**config.mk**
```make
export PLATFORM = sky130hd
export DESIGN_NAME = tjc_div
export DESIGN_NICKNAME = d
export VERILOG_FILES = /design/src/rtl/core/tjc_div.sv
export SDC_FILE = /design/constraint.sdc
export NUM_CORES = 2
export LEC_CHECK = 0
export BUFFER_PORTS_ARGS = -buffer_cell sky130_fd_sc_hd__buf_2
export CAP_MARGIN = 20
export CORE_ASPECT_RATIO = 0.9
export CORE_UTILIZATION = 65
export DETAILED_ROUTE_END_ITERATION = 12
export PLACE_DENSITY = 0.85
export SYNTH_ARGS = -nofsm -noshare
export SYNTH_HDL_FRONTEND = slang
export SYNTH_SLANG_ARGS = --single-unit
export TNS_END_PERCENT = 5
```
**constraint.sdc**
```tcl
create_clock -name clk -period 6.1 [get_ports clk]
set_clock_uncertainty 0.15 [all_clocks]
set_input_delay 0.61 -clock clk [delete_from_list [all_inputs] [get_ports clk]]
set_output_delay 0.61 -clock clk [all_outputs]
set_load 0.03 [all_outputs]
```
**src/rtl/core/tjc_div.sv**
```systemverilog
// track join cost: pipelined restoring divider, one quotient bit per stage
// no package dependency; caller guarantees the quotient fits in QW bits
`default_nettype none

module tjc_div #(
  parameter int DW = 50,
  parameter int VW = 32,
  parameter int QW = 32
) (
  input  wire logic          clk,
  input  wire logic [DW-1:0] dividend,
  input  wire logic [VW-1:0] divisor,
  output logic      [QW-1:0] quotient
);

  logic [VW-1:0] rem_r [QW];
  logic [QW-1:0] wrd_r [QW];
  logic [VW-1:0] dvs_r [QW];

  genvar s;
  generate
    for (s = 0; s < QW; s++) begin : g_stage
      logic [VW-1:0] rem_in;
      logic [VW-1:0] dvs_in;
      logic [QW-1:0] wrd_in;
      logic [VW:0]   trial;
      logic [VW:0]   diff;
      logic          take;
      logic [VW-1:0] rem_nxt;
      logic [QW-1:0] wrd_nxt;

      if (s == 0) begin : g_first
        assign rem_in = VW'(dividend[DW-1:QW]);
        assign wrd_in = dividend[QW-1:0];
        assign dvs_in = divisor;
      end else begin : g_next
        assign rem_in = rem_r[s-1];
        assign wrd_in = wrd_r[s-1];
        assign dvs_in = dvs_r[s-1];
      end

      // low dividend bits shift out at the top, quotient bits shift in below
      assign trial   = {rem_in, wrd_in[QW-1]};
      assign take    = trial >= {1'b0, dvs_in};
      assign diff    = trial - {1'b0, dvs_in};
      assign rem_nxt = take ? diff[VW-1:0] : trial[VW-1:0];
      assign wrd_nxt = {wrd_in[QW-2:0], take};

      always_ff @(posedge clk) begin
        rem_r[s] <= rem_nxt;
        wrd_r[s] <= wrd_nxt;
        dvs_r[s] <= dvs_in;
      end
    end
  endgenerate

  assign quotient = wrd_r[QW-1];

endmodule

`default_nettype wire

```
======== Word level (Yosys, flattened, before mapping) ========
Memories as Yosys holds them, arrays and structs flattened.
Cells that the tools add are included.
operators by class
  $add $sub $neg .......................... 32
  order comparisons ....................... 32
  multiplexer cells ....................... 32
operators by type and width
  cell                                              number
  32-bit two-way mux                                32
  33-bit by 32-bit >= comparator with 1-bit output  31
  32-bit subtractor                                 31
  19-bit by 32-bit >= comparator with 1-bit output  1
  19-bit by 32-bit subtractor with 32-bit output    1
storage, ports and cells
  bits in registers ....................... 0
  RAM bits ................................ 3072
  input port bits ......................... 83
  output and inout bits ................... 32
  word-level logic and storage cells ...... 99
  memories ................................ 3
memory list
  memory  depth  bits a word  read ports  clocked after Yosys merged registers in  wr ports  RTL line  text
  dvs_r   32     32           31          0                                        32        18        logic [VW-1:0] dvs_r [QW];
  rem_r   32     32           31          0                                        32        16        logic [VW-1:0] rem_r [QW];
  wrd_r   32     32           32          0                                        32        17        logic [QW-1:0] wrd_r [QW];

======== Depth between registers and ports, before layout ========
An unclocked memory read counts as a cell.
  depth after elaboration ................. 3
  mapped depth ............................ 15
  gate-level depth less buffers ........... 13

======== Worst setup path after synthesis ========
No wires, ideal clock.
  path kind ............................... input-to-reg
  start point ............................. in dividend[31]
  end point ............................... mem rem_r[0][11]
  setup time .............................. 0.121 ns
  arrival ................................. 3.218 ns
  required time ........................... 5.829 ns
  slack ................................... 2.612 ns
  cell stages on the path ................. 14
  path buffers ............................ 1
  cells stage by stage .................... inv_1 -> ha_1 -> fa_1 -> nand2b_1 -> a21boi_0 -> o21ai_1 -> a21oi_1 -> o21ai_0 -> a21o_1 -> a21oi_1 -> nor2_1 -> a2bb2oi_2 -> buf_4 -> mux2_2
RTL lines
  element      RTL line  text
  from (decl)  11        input wire logic [DW-1:0] dividend,
  to (decl)    16

==> metrics <==
placed insts 15270; clk sink count 3008; Rows 152; starting density of the core 0.6566; Slew Limit Fails 0; final cell count without fillers 15880; post-detail-place hpwl 225300 microns; Met2 Wirelength 145700 microns; CP Max Fanout 18; type of origin of the critical path flop; Mapped Cells 12900; ys async rst share 0; yosys warns 0; Post-synth EDFFs 0; CTS Buffer Depth 4; Sw Share 0.3649; Least-Margin Pin Slew 1.076 ns; synth unique cells 107; Pint 0.04859 W; Leak 64.88 nW; fin nets 14240; arrival time worst endpoint 5.13 ns; period utilization 0.7389; drt drc 0; largest net degree at the start of global routing 65; Die H 419.1 microns; Top-Level Pins 115; Sw Pwr 0.02791 W; WL met1 126700 microns; FMAX 221.9 MHz; unrepaired setup endpoints after global routing false; drt total wl 301200 microns; clock-pin slew on the worst setup and hold paths 0.07 ns; clock buffers created by TritonCTS 301; Net Count, Synth 14030; layout cells sized above 1 0.07928; post_cts resized 0; part of the power in the clock network 0.244; Root Driver clkbuf_16; Gate power share 0.407; crit path capture type flop; later-pin clock latency in the skew report 0.94 ns; Hold Crit Class reg -> reg; Final min period 4.507 ns; vias post-DR 92350; DR pass1 iterations 7; Setup WS post-layout 1.593 ns; GPL Wtd Cong 0.9600; global-route wire length before repair 476400 microns; MaxCap Viol Count 0; pre-CTS WS 1.741 ns; total power 0.07650 W; worst rel slew slack 0.2642; CTS tree done; Syn-to-layout area delta 10.90%; Via-to-Cell Ratio 5.817; r2r setup slk 1.59 ns; sequential area share after synthesis 0.4794; WP data required 6.73 ns; worst setup path class reg -> reg; Port Buffers 114; vias in the first global route 91150; core area 191300 sq um; area of the mapped netlist 125600 sq um; count of final setup violators 0; post-route ant nets 0; met3 wire len 16740 microns; final hold vios 0; GRT Residual Overflow 0; peak supply drop 417.8 uV; setup_tns 0 ns; initial antenna violation count 14; die area 195000 sq um; mean post-synth cell area 9.736 sq um; H-tree levels 5; Die X 465.4 microns; fin util 0.7282; wire per inst 18.97 microns; Pwr Density 549.1 nW/um^2; Synth Register Bits 3008; status finished clean; Top FF cell, synth dfxtp_1; Top Metal Used met5; GRT Overall Usage 0.3018; part of the power in registers 0.349; initial DRC count 7491
[worst max-delay path, stage by stage (launching register included)]
cell      delay [ns]
dfxtp_1         0.50
inv_1           0.09
ha_1            0.31
nor2b_1         0.15
o21a_1          0.19
o21ai_1         0.21
a21oi_2         0.14
a311oi_2        0.50
a211oi_2        0.17
o211ai_2        0.25
a211o_2         0.26
and2_1          0.68
buf_4           0.40
mux2_1          0.37
[metrics by stage]
stage	area (sq um)	hold WS [ns]
floorplan	125600	0.1596
global placement	128300	0.1595
detailed placement	128300	0.1621
CTS	139100	0.1022
global route	139300	0.1234
finish	139300	0.1239
[cells in the final DEF (no fill, tap or decap), drive strengths merged, types with 31 or more instances in the layout]
| cell type | netlist | final |
|---|---|---|
| inv | 1261 | 1273 |
| nor2 | 724 | 724 |
| nand4 | 173 | 173 |
| nand2 | 847 | 847 |
| ha | 1011 | 1011 |
| o31ai | 61 | 61 |
| and2 | 57 | 57 |
| nor2b | 154 | 154 |
| o21a | 142 | 142 |
| mux2 | 446 | 446 |
| xnor2 | 462 | 462 |
| a21o | 545 | 545 |
| buf | 104 | 150 |
| nand2b | 116 | 116 |
| nand3 | 222 | 222 |
| mux2i | 53 | 53 |
| a31oi | 112 | 112 |
| o211ai | 62 | 62 |
| fa | 31 | 31 |
| or2 | 36 | 36 |
| a211oi | 78 | 78 |
| dfxtp | 3008 | 3008 |
| o21bai | 126 | 126 |
| nor4 | 31 | 31 |
| or3 | 40 | 40 |
| clkbuf | 217 | 402 |
| dlygate4sd3 | 0 | 82 |
| o21ai | 751 | 751 |
| xor2 | 338 | 338 |
| a21oi | 994 | 994 |
| a21boi | 37 | 37 |
| a221oi | 31 | 31 |
| clkinv | 0 | 54 |
| and3 | 93 | 93 |
| nor3 | 143 | 143 |
[layer usage]
metal / GRT usage / vias to the layer above
met5: 0 / -
met4: 0.1189 / 10
met3: 0.04069 / 846
met2: 0.5279 / 3059
met1: 0.3751 / 43460
li1: - / 44980
[worst paths after layout]
check | cells after the start | to | startpoint
setup / recovery | 13 | rem_r[0][372] | dvs_r[0][321]
hold / removal | 0 | wrd_r[1][100] | wrd_r[1][67]
setup reg to reg | 13 | rem_r[0][372] | dvs_r[0][321]
hold reg to reg | 0 | wrd_r[1][100] | wrd_r[1][67]
[Yosys cell counts (all sizes together), types with 18 or more instances]
cell     number  area share
dfxtp      3008        0.48
inv        1261       0.038
ha         1011        0.10
a21oi       994       0.040
nand2       847       0.025
o21ai       751       0.030
nor2        724       0.022
a21o        545       0.033
xnor2       462       0.032
mux2        446       0.040
xor2        338       0.024
nand3       222      0.0088
clkbuf      217      0.0065
nand4       173      0.0087
nor2b       154      0.0077
nor3        143      0.0057
o21a        142      0.0085
o21bai      126      0.0075
nand2b      116      0.0058
a31oi       112      0.0057
buf         104      0.0046
and3         93      0.0046
a211oi       78      0.0047
o211ai       62      0.0038
o31ai        61      0.0039
and2         57      0.0028
mux2i        53      0.0042
or3          40      0.0020
a21boi       37      0.0022
or2          36      0.0018
a221oi       31      0.0023
fa           31      0.0049
nor4         31      0.0016
a211o        30      0.0021
o31a         30      0.0021
a2111oi      28      0.0026
a31o         27      0.0019
a41oi        25      0.0019
o2111ai      25      0.0018
and4         19      0.0013
a311oi       18      0.0013
[power groups by stage]
stage / Combinational, W / Sequential, W / Clock, W
finish: 0.0311 / 0.0267 / 0.0187
global route: 0.0342 / 0.0270 / 0.0198
CTS: 0.0305 / 0.0267 / 0.0190
detailed placement: 0.0300 / 0.0270 / 0
global placement: 0.0293 / 0.0270 / 0
floorplan: 0.0240 / 0.0258 / 0
[repair_timing]
item,4_1_cts,5_1_grt
buffers inserted,0,0
hold buffers,82,0
endpoints found under the hold margin,88,0
[cell families after synthesis]
family                   count (synthesis)  synth area share
buffers and inverters                 1582           0.04877
AND/OR/NAND/NOR                       2720            0.1020
multiplexers                           499           0.04423
adder cells (fa/ha/maj)               1042            0.1056
flip-flops                            3008            0.4794
XOR/XNOR                               800           0.05578
AO/OA/AOI/OAI                         3252            0.1642
[sequential cells by signal, indices dropped and copies added, names as in the netlist]
signal / count
rem_r: 992
wrd_r: 1024
dvs_r: 992
[area by class of cell]
class	instances	area (sq um)
Timing Repair Buffer	233	1769
Multi-Input combinational cell	8313	59380
Tap cell	2541	3179
Clock inverter	116	1433
Fill cell	13810	52010
Sequential cell	3008	60220
Clock buffer	402	8594
Antenna cell	2	5.005
Inverter	1261	4733
Power figures use the tool's default switching activity.
