<file path="src/rtl/core/tjc_pkg.sv">
// track join cost: shared constants, configuration register codes and pipeline types
// no dependencies; imported by tjc_fexp and the top level (tjc_div does not use it)
`default_nettype none

package tjc_pkg;

  localparam int INDEX_BITS_DEF = 12;

  // quotient bits produced by the long dividers
  localparam int QUOT_BITS = 32;

  // magnitude of the approximate exponential, q.15
  localparam int VAL_BITS = 15;

  localparam logic [15:0] RADIUS_RST   = 16'd0;
  localparam logic [15:0] MAX_GAP_RST  = 16'd1;
  localparam logic [15:0] MEAN_MOVE_RST = 16'd0;

  // fast exponential constants
  localparam logic [20:0] SCH_SCALE  = 21'd1512775;
  localparam logic [31:0] SCH_BIAS   = 32'd1072632447;
  localparam logic [31:0] SCH_ONE    = 32'd1023 << 20;
  localparam logic [25:0] SCH_OFFSET = 26'(SCH_ONE - SCH_BIAS);

  typedef enum logic [1:0] {
    CFG_RADIUS    = 2'd0,
    CFG_MAX_GAP   = 2'd1,
    CFG_MEAN_MOVE = 2'd2
  } tjc_cfg_idx_t;

  // control that travels alongside the dividers
  typedef struct packed {
    logic valid;
    logic linked;
    logic column_last;
    logic j_ge;
    logic j_sat;
    logic a_ge;
    logic a_sat;
  } tjc_side_t;

endpackage

`default_nettype wire

</file>
<file path="src/rtl/core/tjc_fexp.sv">
// track join cost: fast exp(-d*w) magnitude, two register stages plus output logic
// depends on tjc_pkg for the exponential constants
`default_nettype none

module tjc_fexp (
  input  wire logic                         clk,
  input  wire logic [31:0]                  d,
  input  wire logic [31:0]                  w,
  output logic      [tjc_pkg::VAL_BITS-1:0] value
);

  import tjc_pkg::*;

  logic [63:0] p_r;
  logic [63:0] p_nxt;
  logic [25:0] m_r;
  logic [25:0] m_nxt;
  logic        uf_r;
  logic        uf_nxt;
  logic [57:0] scaled;
  logic [26:0] n;
  logic [26:0] n_up;
  logic [6:0]  k;
  logic [26:0] k_full;
  logic [19:0] frac;
  logic [6:0]  sh;
  logic [20:0] mant;

  assign p_nxt  = 64'(d) * 64'(w);

  // exponent argument beyond sixteen underflows
  assign uf_nxt = |p_r[63:36];
  assign scaled = 58'(SCH_SCALE) * 58'(p_r[35:0]) + 58'h0_FFFF_FFFF;
  assign m_nxt  = scaled[57:32];

  always_ff @(posedge clk) begin
    p_r  <= p_nxt;
    m_r  <= m_nxt;
    uf_r <= uf_nxt;
  end

  assign n      = 27'(m_r) + 27'(SCH_OFFSET);
  assign n_up   = n + 27'h00F_FFFF;
  assign k      = n_up[26:20];
  assign k_full = {k, 20'd0};
  assign frac   = 20'(k_full - n);
  assign sh     = 7'd5 + k;
  assign mant   = {1'b1, frac} >> sh[4:0];

  always_comb begin
    if (uf_r || (sh >= 7'd21)) begin
      value = '0;
    end else begin
      value = mant[VAL_BITS-1:0];
    end
  end

endmodule

`default_nettype wire

</file>
<file path="config.mk">
export PLATFORM = sky130hd
export DESIGN_NAME = tjc_fexp
export DESIGN_NICKNAME = d
export VERILOG_FILES = /design/src/rtl/core/tjc_pkg.sv /design/src/rtl/core/tjc_fexp.sv
export SDC_FILE = /design/constraint.sdc
export NUM_CORES = 2
export LEC_CHECK = 0
export ABC_CLOCK_PERIOD_IN_PS = 18400
export BUFFER_PORTS_ARGS = -buffer_cell sky130_fd_sc_hd__clkbuf_2
export CAP_MARGIN = 10
export CORE_ASPECT_RATIO = 1.25
export CORE_MARGIN = 2
export CORE_UTILIZATION = 55
export DETAILED_ROUTE_END_ITERATION = 8
export PLACE_DENSITY = 0.81
export SLEW_MARGIN = 10
export SYNTH_ARGS = -nofsm -noshare
export SYNTH_HDL_FRONTEND = slang
export SYNTH_SLANG_ARGS = --single-unit
</file>
<file path="constraint.sdc">
create_clock -name clk -period 18.4 [get_ports clk]
set_input_delay 3.68 -clock clk [delete_from_list [all_inputs] [get_ports clk]]
set_output_delay 3.68 -clock clk [all_outputs]
set_load 0.005 [all_outputs]
</file>
After elaboration in Yosys (flattened, before gate mapping)
Index checks and enable logic that the tools add are counted.
{ "totals": {"register_bits": 91, "wordCells": 15} }
{ "op_classes": {"add_sub_neg": 5, "muxes": 1, "n_lt_le_gt_ge": 1, "mul": 2, "shifts": 1, "n_reduce_logical": 2} }
{ "ops": {"columns": ["operator", "count"], "rows": [
  ["32-bit by 32-bit multiplier with 64-bit output", 1],
  ["57-bit by 32-bit adder with 58-bit output, second input constant", 1],
  ["21-bit by 36-bit multiplier with 57-bit output, first input constant", 1],
  ["28-bit OR reduction", 1],
  ["26-bit by 16-bit adder with 27-bit output, second input constant", 1],
  ["27-bit by 20-bit adder with 27-bit output, second input constant", 1],
  ["21-bit by 5-bit right shift with 15-bit output", 1],
  ["1-bit by 20-bit subtractor with 20-bit output, first input constant", 1],
  ["15-bit 2-to-1 mux", 1],
  ["3-bit by 7-bit adder with 7-bit output, first input constant", 1],
  ["7-bit by 5-bit >= comparator with 1-bit output, second input constant", 1],
  ["1-bit logical OR", 1]
]} }

Logic depth before layout (Yosys ltp)
{ "logic_depth": {"depth_word": 6, "ltp_mapped": 31} }

Worst setup path after synthesis
OpenSTA, ideal clock, no wires.
{ "synth_path": {"path_type": "input-to-reg", "from": "input port w[2]", "to": "register p_r[56]", "path_stages": 29, "t_arrival_ns": 10.826, "slack_ns": 7.468, "path_buffers": 2, "path_cell_list": "clkbuf_1 and2_1 fa_1 inv_1 fa_1 fa_1 fa_1 inv_1 fa_1 inv_1 fa_1 inv_1 fa_1 inv_1 fa_1 inv_1 ha_1 clkbuf_1 a21o_1 a21oi_1 o211ai_1 a21oi_1 o21a_1 o31ai_1 a31o_2 a221o_1 o31ai_1 or4b_1 o311ai_0"} }
{ "synth_via": {"elab_chain_len": 1} }
{ "synth_lines": {"columns": ["item", "line_no", "rtl"], "rows": [
  ["start: declaration", "tjc_fexp.sv:8", "input wire logic [31:0] w,"],
  ["32-bit by 32-bit multiplier with 64-bit output", "tjc_fexp.sv:29", "assign p_nxt = 64'(d) * 64'(w);"],
  ["via p_nxt[56]", "tjc_fexp.sv:15", "logic [63:0] p_nxt;"],
  ["end signal: assignment", "tjc_fexp.sv:37", "p_r <= p_nxt;"],
  ["end: declaration", "tjc_fexp.sv:14", "logic [63:0] p_r;"]
]} }
The timed path passes the listed nets, and every way through them passes these cells.

Final worst setup path
{ "layout_path": {"from": "input port d[18]", "to": "register p_r[41]"} }
{ "layout_via": {"elab_chain_len": 1} }
{ "layout_lines": {"columns": ["item", "line_no", "rtl"], "rows": [
  ["start: declaration", "tjc_fexp.sv:7", "input wire logic [31:0] d,"],
  ["32-bit by 32-bit multiplier with 64-bit output", "tjc_fexp.sv:29", null],
  ["via p_nxt[41]", "tjc_fexp.sv:15", null]
]} }
The timed path passes the listed nets, and every way through them passes these cells.

==> summary.md <==
| Metric | Value |
|---|---|
| Status | `finished, final reports clean` |
| Vias/cell | `5.63` |
| Commonest non-fill, non-tap cell in the layout | `inv_1` |
| DRC Markers | `0` |
| Final WL | `130000 um` |
| Cts repair resizes | `0` |
| Global-route wire length before repair | `211000 um` |
| Syn avg cell area | `9.34 um2` |
| Slew Limit Fails | `0` |
| Dpl cell area | `52100 um2` |
| Synth cell types | `103` |
| CTS buffer count | `9` |
| Core Area | `91500 um2` |
| Fin Setup TNS | `0 ns` |
| Clk_skew | `0.0139 ns` |
| DPL Wire Length | `103000 um` |
| Cells after Synth | `5449` |
| RSZ-0062 raised after global routing | `false` |
| Initial antenna violation count | `4` |
| Post-CTS Setup Inserts | `0` |
| Rel. slew slack | `25.2%` |
| EDFF count, synth | `0` |
| Crit path DAT | `12.60 ns` |
| Clock root buffer | `clkbuf_16` |
| Final WS setup | `6.11 ns` |
| Port Buffers | `79` |
| Reg2Reg Launch Point | `p_r[11]` |
| Vias | `36.8k` |
| Die Y | `344 um` |
| GPL Wtd Cong | `0.968` |
| Maxcap violations | `0` |
| Nets | `7172` |
| Post-synth ARST share | `0%` |
| ANT nets after route | `0` |
| Reg2Reg Setup Slack | `10.24 ns` |
| Fin. Hold Viols | `0` |
| Total gr overflow | `0` |
| Placed cell count | `6523` |
| Wire per inst | `19.9 um` |
| Yosys reg bits | `91` |
| Rows | `124` |
| Most frequent cells in the layout | `1425 x inv_1, 1209 x fa_1, 600 x and2_1` |
| Primary FF master, synth | `dfxtp_1` |
| Mapped Area | `50900 um2` |
| Sequential share of the synthesized area | `3.58%` |
| Vias in the first global route | `41.5k` |
| Final period util | `66.8%` |
| Worst path required time | `18.71 ns` |
| Die width | `276 um` |
| # clock sinks | `91` |
| Crit end category | `flop` |
| Clock Tree Buf Depth | `2` |
| CP max stage delay | `0.82 ns` |
| Cts hold-fix bufs | `0` |
| Fraction of final layout cells sized beyond drive strength 1 | `3.45%` |
| Fin cells | `6540` |
| Most frequent CP cell | `fa_1` |
| Worst Hold Class | `reg2reg` |
| Hold path start | `p_r[60]` |
| Reg clk slew, reported paths | `0.08 ns` |
| Tmin final | `12.29 ns` |
| Level count of the clock H-tree | `3` |
| Crit-path slowest cell | `a21boi_0` |
| Post-synth net total | `7284` |
| Overall Global Routing Usage | `28.4%` |
| Initial Util | `55.6%` |
| Setup WS pre-CTS | `5.99 ns` |
| Starting DRT DRC Count | `2462` |
| Worst-path fanout max | `32` |
| Layout area overhead | `2.92%` |
| Die ar. | `95000 um2` |
| DRT Pass-1 Iters | `5` |
| Post-route cell area | `52400 um2` |
| Setup crit start | `d[18]` |
| F_max | `81.4 MHz` |
| Clock Latency Late Sink | `0.39 ns` |
| CTS tree | `yes` |
| Worst Setup Path Type | `in2reg` |
| IO Pins | `80` |
| Synth warnings | `0` |
| Pin count of the biggest net entering global routing | `33` |
| Setup violators final | `0` |
| Setup crit start kind | `primary input` |
| Worst slew pin tran | `1.12 ns` |
[critical path: cells and delay by family]
kind / cells / cell delay (ns)
AO/OA/AOI/OAI: 10 / 3.14
XOR/XNOR: 1 / 0.15
adder cells (fa/ha/maj): 9 / 4.30
buffers and inverters: 3 / 0.68
AND/OR/NAND/NOR: 2 / 0.64
[synthesized netlist by cell type, drive strengths merged, types with 27 or more instances]
cell type  number  area (um2)
and2          600        3750
nand4          29         188
nor3           27         158
nor2           92         353
dfxtp          91        1820
ha            561        7020
fa           1209       24200
xor2           43         395
nand2         513        1940
inv          1426        5350
a21oi         100         500
xnor2          87         803
nand3          32         165
a21o           54         405
o21ai          63         323
clkbuf        213         800
[final cells by class]
| class | count | area (um2) |
|---|---|---|
| timing repair buffer | 108 | 613 |
| tap | 1197 | 1500 |
| clock buffer | 10 | 229 |
| antenna | 2 | 5.00 |
| multi-input combinational | 3701 | 42800 |
| inverter | 1426 | 5350 |
| sequential | 91 | 1820 |
| clock inverter | 5 | 61.3 |
| fill | 7719 | 39200 |
[metal layers]
layer	vias to the layer above	share of wire [%]	GRT usage, %
li1	15870	-	-
met1	18789	35	32.3
met2	1631	51	51.0
met3	546	7.0	3.79
met4	0	6.9	17.5
met5	-	0	0
[flip-flops by register name, summed over array words and instances (netlist names)]
register  cells
m_r          26
p_r          64
uf_r          1
[through the flow]
| stage | hold WS (ns) | utilization (%) |
|---|---|---|
| after floorplan | 0.414 | - |
| after global placement | 0.455 | 56.9 |
| after detailed placement | 0.454 | 56.9 |
| after CTS | 0.477 | 57.2 |
| after global routing | 0.495 | 57.2 |
| final | 0.477 | 57.2 |
[final timing paths]
path | to | cells after the start
min | uf_r | 2
max reg2reg | m_r[20] | 26
max | p_r[41] | 25
min reg2reg | uf_r | 2
[kinds of logic (layout without fill, tap and decap cells)]
kind of cell               after synthesis  after routing  share of synthesized area (%)
buffers and inverters                 1657           1549                           12.3
adders and majority gates             1770           1770                           61.4
and+or+nand+nor                       1397           1397                           14.3
AOI/OAI and AO/OA                      366            366                           5.03
xor gates and xnor gates               130            130                           2.36
other                                    0              2                              0
muxes                                   38             38                          0.994
DFF                                     91             91                           3.58
Power is not shown: default switching activity piles up to over one toggle a cycle in this logic, so the estimate is an artifact.
